$ cat config.mk
export PLATFORM = sky130hd
export DESIGN_NAME = watermark_refill_scheduler_top
export DESIGN_NICKNAME = d
export VERILOG_FILES = /design/src/design/wrs_pkg.sv /design/src/design/wrs_regs.sv /design/src/design/wrs_mul.sv /design/src/design/wrs_core.sv /design/src/design/watermark_refill_scheduler_top.sv
export SDC_FILE = /design/constraint.sdc
export NUM_CORES = 2
export LEC_CHECK = 0
export ABC_AREA = 1
export BUFFER_PORTS_ARGS = -buffer_cell sky130_fd_sc_hd__buf_2
export CORE_ASPECT_RATIO = 1.4
export CORE_MARGIN = 2
export CORE_UTILIZATION = 35
export DETAILED_ROUTE_END_ITERATION = 6
export HOLD_SLACK_MARGIN = 0.06
export PLACE_DENSITY = 0.51
export SLEW_MARGIN = 0
export SYNTH_ARGS = -nofsm -noshare
export SYNTH_HDL_FRONTEND = slang
export SYNTH_HIERARCHICAL = 1
export SYNTH_SLANG_ARGS = --single-unit
$ cat constraint.sdc
create_clock -name clk_i -period 30.6 [get_ports clk_i]
set_input_delay 6.12 -clock clk_i [delete_from_list [all_inputs] [get_ports clk_i]]
set_output_delay 6.12 -clock clk_i [all_outputs]
set_load 0.005 [all_outputs]
$ cat src/design/wrs_pkg.sv
// Shared types, constants and helper functions for the watermark refill scheduler.
// Has no dependencies; every other design file imports it.
`default_nettype none

package wrs_pkg;

  // Field widths.
  localparam int SLOT_W  = 7;
  localparam int GAP_W   = 8;
  localparam int FRAME_W = 8;
  localparam int MODE_W  = 2;
  localparam int CNT_W   = 32;
  localparam int REQ_W   = SLOT_W + 1;
  localparam int PROD_W  = CNT_W + SLOT_W;
  localparam int MUL_STEPS = SLOT_W;
  localparam int STEP_W  = $clog2(MUL_STEPS);

  // Configuration port.
  localparam int APB_AW = 5;
  localparam int APB_DW = 32;
  localparam int REG_IDX_W = 3;

  // Fixed limits checked by a start request.
  localparam int MAX_POOL   = 64;
  localparam int ISO_FRAMES = 8;

  typedef logic [CNT_W-1:0] cnt_t;
  localparam cnt_t CNT_MAX = {CNT_W{1'b1}};

  // Request modes.
  localparam logic [MODE_W-1:0] MODE_START  = 2'd0;
  localparam logic [MODE_W-1:0] MODE_PERIOD = 2'd1;
  localparam logic [MODE_W-1:0] MODE_STOP   = 2'd2;

  // Register indexes.
  localparam logic [REG_IDX_W-1:0] REG_TARGET  = 3'd0;
  localparam logic [REG_IDX_W-1:0] REG_LOW     = 3'd1;
  localparam logic [REG_IDX_W-1:0] REG_HIGH    = 3'd2;
  localparam logic [REG_IDX_W-1:0] REG_MAX     = 3'd3;
  localparam logic [REG_IDX_W-1:0] REG_POOL    = 3'd4;
  localparam logic [REG_IDX_W-1:0] REG_GAP     = 3'd5;
  localparam logic [REG_IDX_W-1:0] REG_CAPTURE = 3'd6;
  localparam logic [REG_IDX_W-1:0] REG_FRAMES  = 3'd7;

  typedef struct packed {
    logic [SLOT_W-1:0]  target_lead;
    logic [SLOT_W-1:0]  low_watermark;
    logic [SLOT_W-1:0]  high_watermark;
    logic [SLOT_W-1:0]  max_per_submit;
    logic [SLOT_W-1:0]  pool_size;
    logic [GAP_W-1:0]   completion_gap;
    logic               capture_every_period;
    logic [FRAME_W-1:0] frames_per_packet;
  } cfg_t;

  localparam cfg_t CFG_RESET = '{
    target_lead:          7'd4,
    low_watermark:        7'd2,
    high_watermark:       7'd8,
    max_per_submit:       7'd4,
    pool_size:            7'd16,
    completion_gap:       8'd1,
    capture_every_period: 1'b1,
    frames_per_packet:    8'd8
  };

  typedef struct packed {
    logic              accepted;
    logic [SLOT_W-1:0] lead_slots;
    logic [SLOT_W-1:0] submitted_slots;
    logic              cadence_ok;
    logic              capture_ok;
    logic              lead_safe;
    logic              batching_ok;
    logic              pool_ok;
    logic              callback_ok;
    logic              all_safe;
  } result_t;

  // Saturating counter increment.
  function automatic cnt_t sat_inc(cnt_t c);
    return (c == CNT_MAX) ? c : c + cnt_t'(1);
  endfunction

  // Saturating add of a slot count.
  function automatic cnt_t sat_add(cnt_t c, logic [REQ_W-1:0] n);
    logic [CNT_W:0] s;
    s = {1'b0, c} + (CNT_W+1)'(n);
    return s[CNT_W] ? CNT_MAX : s[CNT_W-1:0];
  endfunction

endpackage

`default_nettype wire

$ cat src/design/wrs_regs.sv
// Configuration register file with an APB-style write and read port.
// Depends on wrs_pkg for the register layout and reset values.
`default_nettype none

module wrs_regs import wrs_pkg::*; (
  input  wire logic              clk_i,
  input  wire logic              rst_ni,
  input  wire logic              psel,
  input  wire logic              penable,
  input  wire logic              pwrite,
  input  wire logic [APB_AW-1:0] paddr,
  input  wire logic [APB_DW-1:0] pwdata,
  output logic      [APB_DW-1:0] prdata,
  output logic                   pready,
  output cfg_t                   cfg_o
);

  cfg_t cfg_q, cfg_d;
  logic [REG_IDX_W-1:0] idx;
  logic wr_en;

  assign idx    = paddr[APB_AW-1:2];
  assign wr_en  = psel & penable & pwrite;
  assign pready = 1'b1;
  assign cfg_o  = cfg_q;

  always_comb begin
    cfg_d = cfg_q;
    if (wr_en) begin
      case (idx)
        REG_TARGET:  cfg_d.target_lead          = pwdata[SLOT_W-1:0];
        REG_LOW:     cfg_d.low_watermark        = pwdata[SLOT_W-1:0];
        REG_HIGH:    cfg_d.high_watermark       = pwdata[SLOT_W-1:0];
        REG_MAX:     cfg_d.max_per_submit       = pwdata[SLOT_W-1:0];
        REG_POOL:    cfg_d.pool_size            = pwdata[SLOT_W-1:0];
        REG_GAP:     cfg_d.completion_gap       = pwdata[GAP_W-1:0];
        REG_CAPTURE: cfg_d.capture_every_period = pwdata[0];
        REG_FRAMES:  cfg_d.frames_per_packet    = pwdata[FRAME_W-1:0];
        default:     cfg_d = cfg_q;
      endcase
    end
  end

  always_comb begin
    case (idx)
      REG_TARGET:  prdata = APB_DW'(cfg_q.target_lead);
      REG_LOW:     prdata = APB_DW'(cfg_q.low_watermark);
      REG_HIGH:    prdata = APB_DW'(cfg_q.high_watermark);
      REG_MAX:     prdata = APB_DW'(cfg_q.max_per_submit);
      REG_POOL:    prdata = APB_DW'(cfg_q.pool_size);
      REG_GAP:     prdata = APB_DW'(cfg_q.completion_gap);
      REG_CAPTURE: prdata = APB_DW'(cfg_q.capture_every_period);
      REG_FRAMES:  prdata = APB_DW'(cfg_q.frames_per_packet);
      default:     prdata = '0;
    endcase
  end

  always_ff @(posedge clk_i or negedge rst_ni) begin
    if (!rst_ni) begin
      cfg_q <= CFG_RESET;
    end else begin
      cfg_q <= cfg_d;
    end
  end

endmodule

`default_nettype wire

$ cat src/design/wrs_mul.sv
// Shift-and-add multiplier that retires one multiplier bit per cycle.
// Depends on wrs_pkg for operand widths and the step count.
`default_nettype none

module wrs_mul import wrs_pkg::*; (
  input  wire logic              clk_i,
  input  wire logic              rst_ni,
  input  wire logic              start_i,
  input  wire cnt_t              mcand_i,
  input  wire logic [SLOT_W-1:0] mplier_i,
  output logic                   done_o,
  output logic [PROD_W-1:0]      prod_o
);

  logic [PROD_W-1:0] acc_q, acc_d, mcand_q, mcand_d;
  logic [SLOT_W-1:0] mplier_q, mplier_d;
  logic [STEP_W-1:0] step_q, step_d;
  logic              busy_q, busy_d, done_q, done_d;

  assign done_o = done_q;
  assign prod_o = acc_q;

  always_comb begin
    acc_d    = acc_q;
    mcand_d  = mcand_q;
    mplier_d = mplier_q;
    step_d   = step_q;
    busy_d   = busy_q;
    done_d   = 1'b0;
    if (start_i) begin
      acc_d    = '0;
      mcand_d  = PROD_W'(mcand_i);
      mplier_d = mplier_i;
      step_d   = STEP_W'(MUL_STEPS - 1);
      busy_d   = 1'b1;
    end else if (busy_q) begin
      if (mplier_q[0]) begin
        acc_d = acc_q + mcand_q;
      end
      mcand_d  = mcand_q << 1;
      mplier_d = mplier_q >> 1;
      if (step_q == '0) begin
        busy_d = 1'b0;
        done_d = 1'b1;
      end else begin
        step_d = step_q - STEP_W'(1);
      end
    end
  end

  always_ff @(posedge clk_i or negedge rst_ni) begin
    if (!rst_ni) begin
      busy_q <= 1'b0;
      done_q <= 1'b0;
      step_q <= '0;
    end else begin
      busy_q <= busy_d;
      done_q <= done_d;
      step_q <= step_d;
    end
  end

  always_ff @(posedge clk_i) begin
    acc_q    <= acc_d;
    mcand_q  <= mcand_d;
    mplier_q <= mplier_d;
  end

endmodule

`default_nettype wire

$ cat src/design/wrs_core.sv
// Request sequencer, lead and counter state, and safety flag evaluation.
// Depends on wrs_pkg and instantiates wrs_mul for the batching check.
`default_nettype none

module wrs_core import wrs_pkg::*; (
  input  wire logic              clk_i,
  input  wire logic              rst_ni,
  input  wire cfg_t              cfg_i,
  input  wire logic              in_valid_i,
  output logic                   in_ready_o,
  input  wire logic [MODE_W-1:0] mode_i,
  input  wire logic              force_capture_gap_i,
  input  wire logic              force_batch_overflow_i,
  input  wire logic              suppress_submit_i,
  output logic                   out_valid_o,
  input  wire logic              out_ready_i,
  output result_t                res_o
);

  localparam logic [1:0] ST_IDLE = 2'd0;
  localparam logic [1:0] ST_EXEC = 2'd1;
  localparam logic [1:0] ST_MUL  = 2'd2;
  localparam logic [1:0] ST_DONE = 2'd3;

  logic [1:0] state_q, state_d;

  // Latched request.
  logic [MODE_W-1:0] mode_q;
  logic              fgap_q, fover_q, supp_q;

  // Scheduler state.
  cfg_t              act_q, act_d;
  logic              running_q, running_d;
  logic [SLOT_W-1:0] lead_q, lead_d, min_q, min_d, max_q, max_d;
  logic [GAP_W-1:0]  phase_q, phase_d;
  cnt_t period_q, period_d, gaps_q, gaps_d, cadence_q, cadence_d;
  cnt_t under_q, under_d, povf_q, povf_d, bovf_q, bovf_d;
  cnt_t total_q, total_d, calls_q, calls_d, cbsub_q, cbsub_d;
  logic              acc_q, acc_d;
  logic [SLOT_W-1:0] sub_q, sub_d;

  logic    out_valid_q, out_valid_d;
  result_t res_q, res_d;

  logic              mul_done;
  logic [PROD_W-1:0] prod;

  // Step datapath.
  logic              start_ok, do_start, do_period, cap_hit, period_sat;
  logic [GAP_W-1:0]  phase_inc, phase_new;
  logic [SLOT_W-1:0] lead_mid, want, want_min, s_max, s_pool, s_lead, room;
  logic [REQ_W-1:0]  req, s1, sum, grant;
  logic              b_ovf, p_ovf, go;
  cnt_t              base_povf, base_bovf, base_total, base_calls, base_cbsub;
  logic              f_cad, f_cap, f_lead, f_bat, f_pool, f_cb;

  assign in_ready_o  = (state_q == ST_IDLE);
  assign out_valid_o = out_valid_q;
  assign res_o       = res_q;

  assign start_ok = (cfg_i.frames_per_packet == FRAME_W'(ISO_FRAMES)) &&
                    (cfg_i.target_lead != '0) && (cfg_i.low_watermark != '0) &&
                    (cfg_i.high_watermark >= cfg_i.target_lead) &&
                    (cfg_i.low_watermark < cfg_i.high_watermark) &&
                    (cfg_i.max_per_submit != '0) &&
                    (cfg_i.max_per_submit <= SLOT_W'(MAX_POOL)) &&
                    (cfg_i.pool_size != '0) && (cfg_i.pool_size <= SLOT_W'(MAX_POOL)) &&
                    (cfg_i.high_watermark <= cfg_i.pool_size) &&
                    (cfg_i.completion_gap != '0);

  assign do_start  = (mode_q == MODE_START) && start_ok;
  assign do_period = (mode_q == MODE_PERIOD) && running_q;

  // The phase register tracks period_count modulo the completion gap, so the
  // modulo never needs a divider. A saturated period count freezes the phase.
  assign period_sat = (period_q == CNT_MAX);
  assign phase_inc  = phase_q + GAP_W'(1);
  assign phase_new  = period_sat ? phase_q :
                      ((phase_inc == act_q.completion_gap) ? '0 : phase_inc);
  assign cap_hit    = (phase_new == '0);

  assign lead_mid = (cap_hit && lead_q != '0) ? lead_q - SLOT_W'(1) : lead_q;
  assign want     = (act_q.high_watermark > lead_mid) ? act_q.high_watermark - lead_mid : '0;
  assign want_min = (want < act_q.max_per_submit) ? want : act_q.max_per_submit;

  always_comb begin
    if (do_start) begin
      req = {1'b0, cfg_i.target_lead};
    end else if (do_period && fover_q) begin
      req = {1'b0, act_q.max_per_submit} + REQ_W'(1);
    end else if (do_period && !supp_q && lead_mid <= act_q.low_watermark) begin
      req = {1'b0, want_min};
    end else begin
      req = '0;
    end
  end

  // One submit path serves both the initial fill and the watermark refill.
  assign s_max  = do_start ? cfg_i.max_per_submit : act_q.max_per_submit;
  assign s_pool = do_start ? cfg_i.pool_size : act_q.pool_size;
  assign s_lead = do_start ? '0 : lead_mid;
  assign b_ovf  = req > {1'b0, s_max};
  assign s1     = b_ovf ? {1'b0, s_max} : req;
  assign sum    = {1'b0, s_lead} + s1;
  assign p_ovf  = (req != '0) && (sum > {1'b0, s_pool});
  assign room   = (s_pool > s_lead) ? s_pool - s_lead : '0;
  assign grant  = p_ovf ? {1'b0, room} : s1;
  assign go     = (grant != '0);

  assign base_povf  = do_start ? '0 : povf_q;
  assign base_bovf  = do_start ? '0 : bovf_q;
  assign base_total = do_start ? '0 : total_q;
  assign base_calls = do_start ? '0 : calls_q;
  assign base_cbsub = do_start ? '0 : cbsub_q;

  // Safety flags, evaluated on the state left by the step.
  assign f_cad  = (act_q.frames_per_packet == FRAME_W'(ISO_FRAMES)) &&
                  (act_q.completion_gap == GAP_W'(1)) && (cadence_q == '0);
  assign f_cap  = act_q.capture_every_period && (gaps_q == '0);
  assign f_lead = (under_q == '0) && (min_q >= act_q.low_watermark) &&
                  (max_q <= act_q.pool_size);
  assign f_bat  = (act_q.max_per_submit > SLOT_W'(1)) && (calls_q != '0) &&
                  (PROD_W'(total_q) >= prod);
  assign f_pool = (povf_q == '0) && (bovf_q == '0);
  assign f_cb   = (cbsub_q < period_q) && (total_q > calls_q);

  always_comb begin
    state_d     = state_q;
    act_d       = act_q;
    running_d   = running_q;
    lead_d      = lead_q;
    min_d       = min_q;
    max_d       = max_q;
    phase_d     = phase_q;
    period_d    = period_q;
    gaps_d      = gaps_q;
    cadence_d   = cadence_q;
    under_d     = under_q;
    povf_d      = povf_q;
    bovf_d      = bovf_q;
    total_d     = total_q;
    calls_d     = calls_q;
    cbsub_d     = cbsub_q;
    acc_d       = acc_q;
    sub_d       = sub_q;
    out_valid_d = out_valid_q;
    res_d       = res_q;

    if (out_ready_i) begin
      out_valid_d = 1'b0;
    end

    case (state_q)
      ST_IDLE: begin
        if (in_valid_i) begin
          state_d = ST_EXEC;
        end
      end
      ST_EXEC: begin
        acc_d   = 1'b0;
        sub_d   = '0;
        state_d = ST_MUL;
        if (mode_q == MODE_STOP) begin
          running_d = 1'b0;
          lead_d    = '0;
          acc_d     = 1'b1;
        end else if (do_start || do_period) begin
          acc_d = 1'b1;
          if (do_start) begin
            act_d     = cfg_i;
            running_d = 1'b1;
            phase_d   = '0;
            period_d  = '0;
            gaps_d    = '0;
            cadence_d = '0;
            under_d   = '0;
          end else begin
            period_d = sat_inc(period_q);
            phase_d  = phase_new;
            if (!act_q.capture_every_period || fgap_q) begin
              gaps_d = sat_inc(gaps_q);
            end
            if (!cap_hit) begin
              cadence_d = sat_inc(cadence_q);
            end else if (lead_q == '0) begin
              under_d = sat_inc(under_q);
            end
          end
          povf_d  = p_ovf ? sat_inc(base_povf) : base_povf;
          bovf_d  = b_ovf ? sat_inc(base_bovf) : base_bovf;
          total_d = go ? sat_add(base_total, grant) : base_total;
          calls_d = go ? sat_inc(base_calls) : base_calls;
          cbsub_d = (go && do_period) ? sat_inc(base_cbsub) : base_cbsub;
          lead_d  = s_lead + grant[SLOT_W-1:0];
          sub_d   = grant[SLOT_W-1:0];
          if (do_start) begin
            min_d = lead_d;
            max_d = lead_d;
          end else begin
            min_d = (lead_d < min_q) ? lead_d : min_q;
            max_d = (lead_d > max_q) ? lead_d : max_q;
          end
        end
      end
      ST_MUL: begin
        if (mul_done) begin
          state_d = ST_DONE;
        end
      end
      ST_DONE: begin
        if (!out_valid_q || out_ready_i) begin
          out_valid_d           = 1'b1;
          res_d.accepted        = acc_q;
          res_d.lead_slots      = lead_q;
          res_d.submitted_slots = sub_q;
          res_d.cadence_ok      = running_q & f_cad;
          res_d.capture_ok      = running_q & f_cap;
          res_d.lead_safe       = running_q & f_lead;
          res_d.batching_ok     = running_q & f_bat;
          res_d.pool_ok         = running_q & f_pool;
          res_d.callback_ok     = running_q & f_cb;
          res_d.all_safe        = running_q & f_cad & f_cap & f_lead & f_bat & f_pool & f_cb;
          state_d               = ST_IDLE;
        end
      end
      default: state_d = ST_IDLE;
    endcase
  end

  wrs_mul u_mul (
    .clk_i    (clk_i),
    .rst_ni   (rst_ni),
    .start_i  (state_q == ST_EXEC),
    .mcand_i  (calls_d),
    .mplier_i (act_d.max_per_submit),
    .done_o   (mul_done),
    .prod_o   (prod)
  );

  always_ff @(posedge clk_i or negedge rst_ni) begin
    if (!rst_ni) begin
      state_q     <= ST_IDLE;
      act_q       <= CFG_RESET;
      running_q   <= 1'b0;
      lead_q      <= '0;
      min_q       <= '0;
      max_q       <= '0;
      phase_q     <= '0;
      period_q    <= '0;
      gaps_q      <= '0;
      cadence_q   <= '0;
      under_q     <= '0;
      povf_q      <= '0;
      bovf_q      <= '0;
      total_q     <= '0;
      calls_q     <= '0;
      cbsub_q     <= '0;
      out_valid_q <= 1'b0;
    end else begin
      state_q     <= state_d;
      act_q       <= act_d;
      running_q   <= running_d;
      lead_q      <= lead_d;
      min_q       <= min_d;
      max_q       <= max_d;
      phase_q     <= phase_d;
      period_q    <= period_d;
      gaps_q      <= gaps_d;
      cadence_q   <= cadence_d;
      under_q     <= under_d;
      povf_q      <= povf_d;
      bovf_q      <= bovf_d;
      total_q     <= total_d;
      calls_q     <= calls_d;
      cbsub_q     <= cbsub_d;
      out_valid_q <= out_valid_d;
    end
  end

  always_ff @(posedge clk_i) begin
    if (in_valid_i && in_ready_o) begin
      mode_q  <= mode_i;
      fgap_q  <= force_capture_gap_i;
      fover_q <= force_batch_overflow_i;
      supp_q  <= suppress_submit_i;
    end
    acc_q <= acc_d;
    sub_q <= sub_d;
    res_q <= res_d;
  end

endmodule

`default_nettype wire

$ cat src/design/watermark_refill_scheduler_top.sv
// Top level of the watermark refill scheduler: register file plus request core.
// Depends on wrs_pkg, wrs_regs and wrs_core (which holds wrs_mul).
//
//   Channel   Direction  Handshake                 Payload
//   request   in         in_valid_i / in_ready_o   mode, force_capture_gap,
//                                                  force_batch_overflow, suppress_submit
//   result    out        out_valid_o / out_ready_i accepted, lead_slots, submitted_slots,
//                                                  seven safety flags
//   config    in/out     psel, penable, pwrite     paddr, pwdata, prdata (pready tied high)
//
// Each request is taken in, then updates the lead and all counters, then runs the
// shift-and-add multiplier that forms max_per_submit times submit_calls for the batching
// check, and last loads the result register. Reset is asynchronous and puts every
// counter, the lead and the running flag at zero and the registers at their defaults;
// no clearing pass is needed.
// The result register decouples the two sides, so a new request is taken while a result
// waits; if the next result is ready before the old one is taken, the core holds it.
`default_nettype none

module watermark_refill_scheduler_top import wrs_pkg::*; (
  input  wire logic              clk_i,
  input  wire logic              rst_ni,
  // Request channel.
  input  wire logic              in_valid_i,
  output logic                   in_ready_o,
  input  wire logic [MODE_W-1:0] mode_i,
  input  wire logic              force_capture_gap_i,
  input  wire logic              force_batch_overflow_i,
  input  wire logic              suppress_submit_i,
  // Result channel.
  output logic                   out_valid_o,
  input  wire logic              out_ready_i,
  output logic                   accepted_o,
  output logic [SLOT_W-1:0]      lead_slots_o,
  output logic [SLOT_W-1:0]      submitted_slots_o,
  output logic                   cadence_ok_o,
  output logic                   capture_ok_o,
  output logic                   lead_safe_o,
  output logic                   batching_ok_o,
  output logic                   pool_ok_o,
  output logic                   callback_ok_o,
  output logic                   all_safe_o,
  // Configuration port.
  input  wire logic              psel,
  input  wire logic              penable,
  input  wire logic              pwrite,
  input  wire logic [APB_AW-1:0] paddr,
  input  wire logic [APB_DW-1:0] pwdata,
  output logic      [APB_DW-1:0] prdata,
  output logic                   pready
);

  cfg_t    cfg;
  result_t res;

  // Live registers; a valid start copies them into the core's active set, so
  // writes made while running only matter at the next start.
  wrs_regs u_regs (
    .clk_i   (clk_i),
    .rst_ni  (rst_ni),
    .psel    (psel),
    .penable (penable),
    .pwrite  (pwrite),
    .paddr   (paddr),
    .pwdata  (pwdata),
    .prdata  (prdata),
    .pready  (pready),
    .cfg_o   (cfg)
  );

  wrs_core u_core (
    .clk_i                  (clk_i),
    .rst_ni                 (rst_ni),
    .cfg_i                  (cfg),
    .in_valid_i             (in_valid_i),
    .in_ready_o             (in_ready_o),
    .mode_i                 (mode_i),
    .force_capture_gap_i    (force_capture_gap_i),
    .force_batch_overflow_i (force_batch_overflow_i),
    .suppress_submit_i      (suppress_submit_i),
    .out_valid_o            (out_valid_o),
    .out_ready_i            (out_ready_i),
    .res_o                  (res)
  );

  // The result fields come straight from the core's result register.
  assign accepted_o        = res.accepted;
  assign lead_slots_o      = res.lead_slots;
  assign submitted_slots_o = res.submitted_slots;
  assign cadence_ok_o      = res.cadence_ok;
  assign capture_ok_o      = res.capture_ok;
  assign lead_safe_o       = res.lead_safe;
  assign batching_ok_o     = res.batching_ok;
  assign pool_ok_o         = res.pool_ok;
  assign callback_ok_o     = res.callback_ok;
  assign all_safe_o        = res.all_safe;

endmodule

`default_nettype wire

==> flow_summary.json <==
{
  "num_vias": 35300,
  "worstSetupStartpointType": "flop",
  "cts_sinks": 543,
  "synth-warning-count": 6,
  "synth_cells": 5615,
  "io_pins": 106,
  "nets": 5955,
  "fin_cells": 7159,
  "crit_fanout": 17,
  "p_leak_nw": 20.9,
  "syn_area_per_cell_um2": 7.00,
  "synthToLayoutAreaGrowth_pct": 10.3,
  "finalMaxSlewViolations": 0,
  "placed_cells": 7037,
  "detailedPlace.worstSlack_ns": 15.30,
  "gp_congestion": 0.910,
  "num_rows": 145,
  "synth-edff-count": 74,
  "p_total_mw": 1.74,
  "wl_mm": 120,
  "path_common_cell": "nand2_1",
  "route.met3.wl_mm": 3.60,
  "h-tree-depth": 3,
  "intPower_mw": 1.27,
  "viasPerCell": 4.92,
  "routedWlPerCell_um": 16.8,
  "die_h_um": 400,
  "power_frac_comb": 0.078,
  "dr.first_iter.drc_count": 2031,
  "antenna_found_initial": 1,
  "grt_first_pass_wirelength_mm": 191,
  "clockPowerShare": 0.481,
  "setup_ws_ns": 15.36,
  "nFillCells": 11900,
  "cts_hold_buf": 0,
  "critical_path.top_delay_family": "compound AO/OA/AOI/OAI gates",
  "grt_max_degree": 142,
  "postCtsSetupRepairBufs": 0,
  "endpoint_kind": "flop",
  "post-route-drc-count": 0,
  "synth_ff_type": "dfrtp_1",
  "post_synth_num_cell_types": 80,
  "criticalPathCategory": "flop to flop",
  "grt-ovfl-total": 0,
  "net-switching-power_uw": 477,
  "core_um2": 111000,
  "grt_use_total": 0.208,
  "mostFrequentLayoutCells": "nand2_1, inv_1, nor2_1",
  "swShare": 0.273,
  "seqPwrFrac": 0.442,
  "fin_setup_tns_ns": 0,
  "cts_tree": "yes",
  "wl_met2_mm": 62.0,
  "syn-cell-area_um2": 39300,
  "arrival_ns": 15.73,
  "layout_commonest_cell": "nand2_1",
  "drt-met1-wl_mm": 50.8,
  "portBuffers": 54,
  "first_pass_iters": 6,
  "clk_pin_slew_ns": 0.06,
  "grt_setup_unrepaired": "no",
  "ys_seq_area_frac": 0.350,
  "cts_resized": 0,
  "max_freq_mhz": 65.6,
  "tightest_slew_ns": 1.07,
  "crit_required_ns": 31.09,
  "ys_async_sr_fraction": 0.779,
  "synth_seq_cells": 543,
  "start_util": 0.353,
  "crit_path_max_incr_delay_ns": 0.82,
  "dieWidth_um": 287,
  "clock_path_buffers": 3,
  "finalHoldViolCount": 0,
  "fin_crit_ns": 15.24,
  "slew_headroom": 0.283,
  "die_area_um2": 115000,
  "ant_nets": 0,
  "top_layer": "met5",
  "hpwl_mm": 90.5,
  "layout-drive-gt1-share": 0.0575,
  "grt_pass1_vias": 34600,
  "cts_made_buffers": 66,
  "cap_violations": 0,
  "antennaDiodeCount": 0,
  "clk-insertion-delay-late_ns": 0.69,
  "cp_slowest_cell": "a211oi_1",
  "power.density_nw_per_um2": 40.3,
  "setup_viol": 0,
  "skew_ns": 0.0521,
  "final.period_utilization": 0.498,
  "peakVddDrop_uv": 35.3,
  "outcome": "completed",
  "root_buffer": "clkbuf_16",
  "crit_buf_inv": 8,
  "hp-class": "flop to flop"
}
-- flip-flops by register name (all words and copies together) (netlist names), 8 cells and up --
register,count
u_regs/cfg_o,52
u_core/act_q,45
u_core/bovf_q,32
u_core/u_mul/prod_o,39
u_core/cbsub_q,32
u_core/total_q,32
u_core/res_o,22
u_core/phase_q,8
u_core/cadence_q,32
u_core/calls_q,32
u_core/under_q,32
u_core/period_q,32
u_core/u_mul/mcand_q,39
u_core/gaps_q,32
u_core/povf_q,32
-- metrics by stage --
stage           util  cell area, µm²  hold slack [ns]
6_report       0.389           43300            0.418
5_1_grt        0.389           43300            0.427
4_1_cts        0.389           43300            0.421
3_5_place_dp   0.368           41000            0.407
3_3_place_gp   0.368           41000            0.407
2_1_floorplan      -           39400            0.400
-- worst paths after layout --
check                                               from                               end  slack (ns)  cells past startpoint
setup / recovery           u_core/phase_q[0]$_DFFE_PN0P_       u_core/max_q[5]$_DFFE_PN0P_       15.36                     73
hold / removal             u_core/sub_q[2]$_SDFFCE_PP0P_         u_core/res_o[9]$_DFFE_PP_        0.42                      0
setup reg to reg           u_core/phase_q[0]$_DFFE_PN0P_       u_core/max_q[5]$_DFFE_PN0P_       15.36                     73
hold reg to reg            u_core/sub_q[2]$_SDFFCE_PP0P_         u_core/res_o[9]$_DFFE_PP_        0.42                      0
max in group asynchronous                         rst_ni      u_core/out_valid_o$_DFF_PN0_       23.07                      3
min in group asynchronous                         rst_ni  u_core/cadence_q[21]$_DFFE_PN0P_        5.46                      1
-- worst reg2reg max path: cells and delay by family, from the launching register on --
kind,cells,cell delay (ns)
fa+ha+maj,10,3.16
buf+inv,8,0.97
simple gates,31,4.33
flops,1,0.43
compound gates,20,5.05
xor+xnor,4,1.14
-- cell families (layout without fill, tap and decap cells) --
family,count (synthesis),count (layout),synth area share
AND/OR/NAND/NOR,2853,2853,0.316
XOR/XNOR,173,173,0.0386
buffers and inverters,1112,1163,0.112
flip-flops,543,543,0.350
other,3,26,0.000287
AO/OA/AOI/OAI,657,657,0.0949
multiplexers,3,3,0.000796
adder cells (fa/ha/maj),271,271,0.0875
-- power by group through the flow --
stage               logic (mW)  registers [mW]  clock network, mW
floorplan               0.0984           0.769                  0
global placement         0.134           0.784                  0
detailed placement       0.135           0.784                  0
CTS                      0.136           0.770              0.870
global route             0.156           0.771              0.896
finish                   0.136           0.770              0.839
-- layer usage --
metal / up-vias / global-route usage
met5: - / 0
met4: 2 / 0.0742
met3: 182 / 0.0228
met2: 594 / 0.381
met1: 16300 / 0.248
li1: 18100 / -
-- synthesized netlist by cell type, drive strengths merged, types with 6 or more instances --
library cell  count  area share
edfxtp           74       0.057
o22ai            25      0.0041
a31oi            12      0.0019
ha              265       0.084
nand3b           15      0.0029
clkbuf           81      0.0079
xnor2            39      0.0087
xor2            134       0.030
nor4            108       0.017
a21o              7      0.0013
buf              74       0.013
a221oi            6      0.0013
o211ai           10      0.0020
inv             952       0.091
nand3           326       0.044
dfxtp            46       0.023
nor2            706       0.070
nor3            146       0.020
dfrtp           408        0.26
a21oi           243       0.031
a211oi           21      0.0040
nand4           139       0.022
nor3b             8      0.0017
o21ai           270       0.036
fa                6      0.0031
o21a             18      0.0034
o21bai           13      0.0025
dfstp            15       0.010
or2               8      0.0013
nand2          1381        0.13
-- cell type report --
type,count,area (µm²),share of cell area
multi-input cells,3983,21300,0.491
inverters,957,3600,0.0830
flip-flops and latches,543,13700,0.317
clock inverters,40,532,0.0123
clock buffers,82,1800,0.0416
repair buffers,84,531,0.0122
well taps,1470,1840,0.0425
Power figures use the tool's default switching activity.
